### src/design/multi_bin_dft_accumulator_defines.svh
// Assertion macros shared by the multi-bin DFT accumulator RTL
`ifndef MULTI_BIN_DFT_ACCUMULATOR_DEFINES_SVH
`define MULTI_BIN_DFT_ACCUMULATOR_DEFINES_SVH

// Check a property on every clock edge outside reset.
`define MBDFT_ASSERT(lbl, prop) \
	lbl: assert property (@(posedge clk) disable iff (!arst_n) prop) \
		else $error("mbdft assertion failed");

// Check a property on every clock edge, reset included.
`define MBDFT_ASSERT_ALWAYS(lbl, prop) \
	lbl: assert property (@(posedge clk) prop) \
		else $error("mbdft assertion failed");

`endif

### src/design/mbdft_mod.sv
// Bit-serial remainder unit: 32-bit dividend modulo 16-bit divisor
`timescale 1ns / 1ps
`default_nettype none
module mbdft_mod (
	input  logic        clk,
	input  logic        arst_n,
	input  logic        start,
	input  logic [31:0] dividend,
	input  logic [15:0] divisor,
	output logic        done,
	output logic [15:0] rem
);

	logic [5:0]  cnt_q;
	logic [31:0] dvd_q;
	logic [15:0] rem_q;
	logic        done_q;
	logic [16:0] trial;
	logic [16:0] diff;

	assign trial = {rem_q, dvd_q[31]};
	assign diff  = trial - {1'b0, divisor};

	always_ff @(posedge clk or negedge arst_n) begin
		if (!arst_n) begin
			cnt_q  <= '0;
			done_q <= 1'b0;
		end else begin
			done_q <= 1'b0;
			if (start) begin
				cnt_q <= 6'd32;
			end else if (cnt_q != 6'd0) begin
				cnt_q <= cnt_q - 6'd1;
				if (cnt_q == 6'd1)
					done_q <= 1'b1;
			end
		end
	end

	// shift one dividend bit in, subtract where it fits
	always_ff @(posedge clk) begin
		if (start) begin
			dvd_q <= dividend;
			rem_q <= '0;
		end else if (cnt_q != 6'd0) begin
			dvd_q <= {dvd_q[30:0], 1'b0};
			rem_q <= (trial >= {1'b0, divisor}) ? diff[15:0] : trial[15:0];
		end
	end

	assign done = done_q;
	assign rem  = rem_q;

endmodule
`default_nettype wire

### config.mk
export PLATFORM = sky130hd
export DESIGN_NAME = mbdft_mod
export DESIGN_NICKNAME = d
export VERILOG_FILES = /design/src/design/multi_bin_dft_accumulator_defines.svh /design/src/design/mbdft_mod.sv
export SDC_FILE = /design/constraint.sdc
export NUM_CORES = 1
export LEC_CHECK = 0
export BUFFER_PORTS_ARGS = -buffer_cell sky130_fd_sc_hd__clkbuf_2
export CORE_MARGIN = 4
export CORE_UTILIZATION = 30
export CTS_CLUSTER_SIZE = 12
export DETAILED_ROUTE_END_ITERATION = 7
export SYNTH_ARGS = -nofsm -noshare
export SYNTH_HDL_FRONTEND = slang
export SYNTH_SLANG_ARGS = --single-unit
### constraint.sdc
create_clock -name clk -period 4 [get_ports clk]
set_input_delay 0.2 -clock clk [delete_from_list [all_inputs] [get_ports clk]]
set_output_delay 0.2 -clock clk [all_outputs]
set_load 0.005 [all_outputs]
Word-level counts from Yosys, hierarchy flattened --
Index checks and enable logic that the tools add are counted. W data, S select, Z words.
Word-level totals: register bits 55, output and inout bits 17
Cells by class: equality and inequality tests 1, $lt $le $gt $ge 1, $add $sub $neg 2, reduce and logical (&&, ||, !) cells 2, multiplexer cells 8
Operator list (number):
- $mux W32 | 2
- $ge A17 B16 Y1 | 1
- $mux W16 | 1
- $sub A16 B16 Y16 | 1
- $mux W6 | 2
- $eq A6 B1 Y1 const B | 1
- $reduce_bool A6 Y1 | 1
- $sub A6 B1 Y6 const B | 1
- $mux W1 | 3
- $reduce_bool A2 Y1 | 1

Logic depth before layout (Yosys ltp) --
word-level depth 4, gate-level depth with buffers 11, depth with buffers taken out 11

Least setup slack after synthesis --
Ideal clock, no wire load.
kind reg-to-reg, from register dvd_q[31], to register rem_q[14], in the netlist rem[14], setup slack 1583 ps, path buffers 0, period minus slack after synthesis 2417 ps, data arrival time 2275 ps, setup time 142 ps, stages on the path, launching flop included 12, cell sequence edfxtp_1 inv_1 ha_1 inv_1 fa_1 a21o_1 a311o_1 a31oi_1 a21oi_1 or3_1 nand3_1 a311oi_1
On the way: word-level cells in the longest chain between the ends 2, elaborated cells between the ends (all ways) 3, those cells by class add/sub (1); order compare (1); mux (1)
Ends and longest elaborated chain:
- start, declared | line mbdft_mod.sv:15 | logic [31:0] dvd_q;
- start signal, assigned | line mbdft_mod.sv:43 | dvd_q <= dividend;
- start signal, assigned | line mbdft_mod.sv:46 | dvd_q <= {dvd_q[30:0], 1'b0};
- $sub A16 B16 Y16 or $ge A17 B16 Y1 (tied branches) | line mbdft_mod.sv:22, mbdft_mod.sv:47
- $mux W16 (*) | line mbdft_mod.sv:47 | rem_q <= (trial >= {1'b0, divisor}) ? diff[15:0] : trial[15:0];
- end signal, assigned | line mbdft_mod.sv:47
- end, declared | line mbdft_mod.sv:16 | logic [15:0] rem_q;
Mark *: on every way between the ends. The rest lies on a longest branch, timed or not. A chain may end at the register's enable or synchronous reset.

Worst setup path after layout --
from register rem_q[9], in the netlist rem[9], to register rem_q[13], in the netlist rem[13]
On the way: word-level cells in the longest chain between the ends 2, elaborated cells between the ends (all ways) 3, those cells by class add/sub (1); order compare (1); mux (1)
Ends and longest elaborated chain (line):
- $sub A16 B16 Y16 or $ge A17 B16 Y1 (tied branches) | mbdft_mod.sv:22, mbdft_mod.sv:47
- $mux W16 (*) | mbdft_mod.sv:47
Marks and branches as above.

==> results.sh <==
export IMPL_vdd_drop_max_mv=0.195
export IMPL_synth_mux_area_share_pct=11.2
export IMPL_worstMarginPinSlew_ns=1.10
export IMPL_relSlewSlack_pct=26.3
export IMPL_synth_top_family_by_area="simple AND/OR/NAND/NOR gates"
export IMPL_skew_ns=0.0110
export IMPL_clk_pin_slew_ns=0.12
export IMPL_synthArstFlopShare_pct=12.7
export IMPL_cp_startpoint="rem[9]"
export IMPL_final_cell_count_no_fill=510
export IMPL_insertion_delay_ns=0.32
export IMPL_endpoint_kind="flip-flop"
export IMPL_cts_sinks=55
export IMPL_max_cap_viol_count=0
export IMPL_status="finished, final reports clean"
export IMPL_wire_per_inst_um=13.9
export IMPL_place_ws_ns=1.21
export IMPL_finalCritPeriodShare_pct=70.3
export IMPL_grt_total_usage_pct=11.4
export IMPL_syn_area_um2=3210
export IMPL_yosys_warnings=0
export IMPL_io_pins=68
export IMPL_synth_seq_cells=55
export IMPL_p_leak_uw=0.00168
export IMPL_n_antenna_cell=0
export IMPL_crit_fanout=16
export IMPL_fmax_mhz=355
export IMPL_dp_cells=501
export IMPL_fp_row_count=37
export IMPL_seq_area_um2=1460
export IMPL_worstSetupPathType="reg2reg"
export IMPL_critical_path_arrival_ns=3.05
export IMPL_root_buffer="clkbuf_8"
export IMPL_yosys_area_share_simple_pct=14.8
export IMPL_place_area_um2=3670
export IMPL_setup_viol=0
export IMPL_synthTopCellsByCount="edfxtp_1, mux2_2, nand2_1"
export IMPL_vias=2490
export IMPL_required_ns=4.24
export IMPL_synthFlopType="edfxtp_1"
export IMPL_min_from="dividend[0]"
export IMPL_post_drt_via_cell_ratio=4.88
export IMPL_die_y_um=111
export IMPL_fin_nets=443
export IMPL_grt_overflow=0
export IMPL_synthTopCellsByArea="edfxtp_1, mux2_2, dfxtp_1"
export IMPL_hold_slack_ns=0.162
export IMPL_period_needed_ns=2.81
export IMPL_startpoint_type="flip-flop"
export IMPL_yosysTopAreaCell="edfxtp_1"
export IMPL_yosysTopAreaCellShare_pct=30.0
export IMPL_io_buffers=67
export IMPL_multiInputGateArea_um2=1620
export IMPL_routed_wirelength_um=7100
export IMPL_dpl_hpwl_um=5250
export IMPL_synth_avg_cell_area_um2=10.4
export IMPL_synth_xor_area_share_pct=3.55
export IMPL_core_area_um2=10400
export IMPL_seq_area_frac_synth_pct=45.4
export IMPL_hold_viol=0
export IMPL_report_final_slew_viol_count=0
export IMPL_power_density_nw_per_um2=573
export IMPL_grt_pass1_vias=2483
export IMPL_rsz0062_at_grt="no"
export IMPL_antenna_found_initial=0
export IMPL_fin_tns_setup_ns=0
export IMPL_h_tree_depth=2
export IMPL_clock_path_buffers=2
export IMPL_start_util_pct=30.9
export IMPL_areaGrowthSynthToFinish_pct=17.9
export IMPL_numCtsBuffers=5
export IMPL_synth_compound_area_share_pct=13.4
export IMPL_drt_iter0_markers=94
export IMPL_syn_num_nets=379
export IMPL_yosysMostFrequentCell="edfxtp_1"
export IMPL_hp_class="in2reg"
export IMPL_drc_errors=0
export IMPL_synth_distinct_cells=50
export IMPL_die_w_um=111
export IMPL_synth_fa_ha_area_share_pct=7.64
export IMPL_post_route_cells_drive_above_1_share_pct=30.5
export IMPL_synth_cells=309
export IMPL_design_area_um2=3780
export IMPL_grt_first_pass_wirelength_um=11800
export IMPL_num_fill_cells=1074
export IMPL_drtAntennaViolNets=0
export IMPL_worst_slack_ns=1.19
export IMPL_cts_tree="built"
export IMPL_die_area_um2=12400
export IMPL_synth_edf_count=32
export IMPL_drt_pass1_iter_count=4
export IMPL_rr_startpoint="rem[9]"
export IMPL_gp_congestion=0.869
export IMPL_grt_max_degree=32
==> per-layer routing <==
metal,GRT usage (%),wire [um],up-vias
met2,17.5,3180,62
met4,2.27,37,0
li1,-,-,1258
met1,15.1,3280,1166
met5,0,0,-
met3,4.78,590,4
==> through the flow <==
stage	power, uW	utilization (%)
after global routing	2350	36.5
after detailed placement	1840	35.4
after floorplan	1590	-
after global placement	1820	35.4
after CTS	2200	36.5
final	2170	36.5
==> final cells by class <==
class	count	area share [%]
Sequential cell	55	38.5
Multi-Input combinational cell	222	42.9
Clock inverter	3	0.893
Tap cell	136	4.50
Clock buffer	5	1.82
Timing Repair Buffer	70	9.53
Inverter	19	1.89
==> logic make-up (layout without fill, tap and decap cells) <==
kind of cell,after synthesis,after routing
adder cells (fa/ha/maj),19,19
multiplexers,32,32
AND/OR/NAND/NOR,97,97
buffers and inverters,32,97
AO/OA/AOI/OAI,61,61
flip-flops,55,55
XOR/XNOR,13,13
==> final timing paths <==
kind,cells past startpoint,slack [ns],to
setup / recovery,7,1.19,rem[13]
hold / removal,2,0.16,dvd_q[0]
setup reg to reg,7,1.19,rem[13]
hold reg to reg,2,0.52,rem[7]
max in group asynchronous,2,3.60,cnt_q[4]
min in group asynchronous,2,0.24,cnt_q[3]
==> critical path: stages (launching register included) <==
cell and delay, ns:
dfxtp_1 0.36, ha_1 0.36, a21oi_1 0.44, o211ai_2 0.14, a2111oi_2 0.41, and2_1 0.61
a21oi_1 0.15, a211oi_1 0.26
==> layout by cell type, fill, tap and decap left out, types with 3 or more instances in the layout <==
cell,count
dfxtp_1,16
a311oi_1,9
inv_1,19
nor2_1,26
a21oi_1,18
and3_1,3
ha_1,18
xnor2_1,9
nor3_1,6
o21ai_0,8
a21o_1,3
dfrtp_1,7
mux2_2,31
xor2_1,4
nand2_1,30
nand2b_1,6
nand3_1,9
clkbuf_8,5
edfxtp_1,32
clkbuf_2,67
nor2b_1,3
a211oi_1,7
==> registers in the layout, summed over array words and instances, names as in the netlist <==
| register | flops |
|---|---|
| dvd_q | 32 |
| rem | 16 |
| cnt_q | 6 |
| done | 1 |
==> where the power goes <==
part           leakage [uW]  internal (uW)  switching [uW]
Combinational       0.00107            415             519
Clock             0.0000519            134             213
Sequential         0.000559            776             112
==> repair_timing <==
item,in CTS,in global routing
endpoints found under the hold margin,7,0
gates resized for setup,0,0
setup buffers,0,0
hold buffers,1,0
Power figures use the tool's default switching activity.
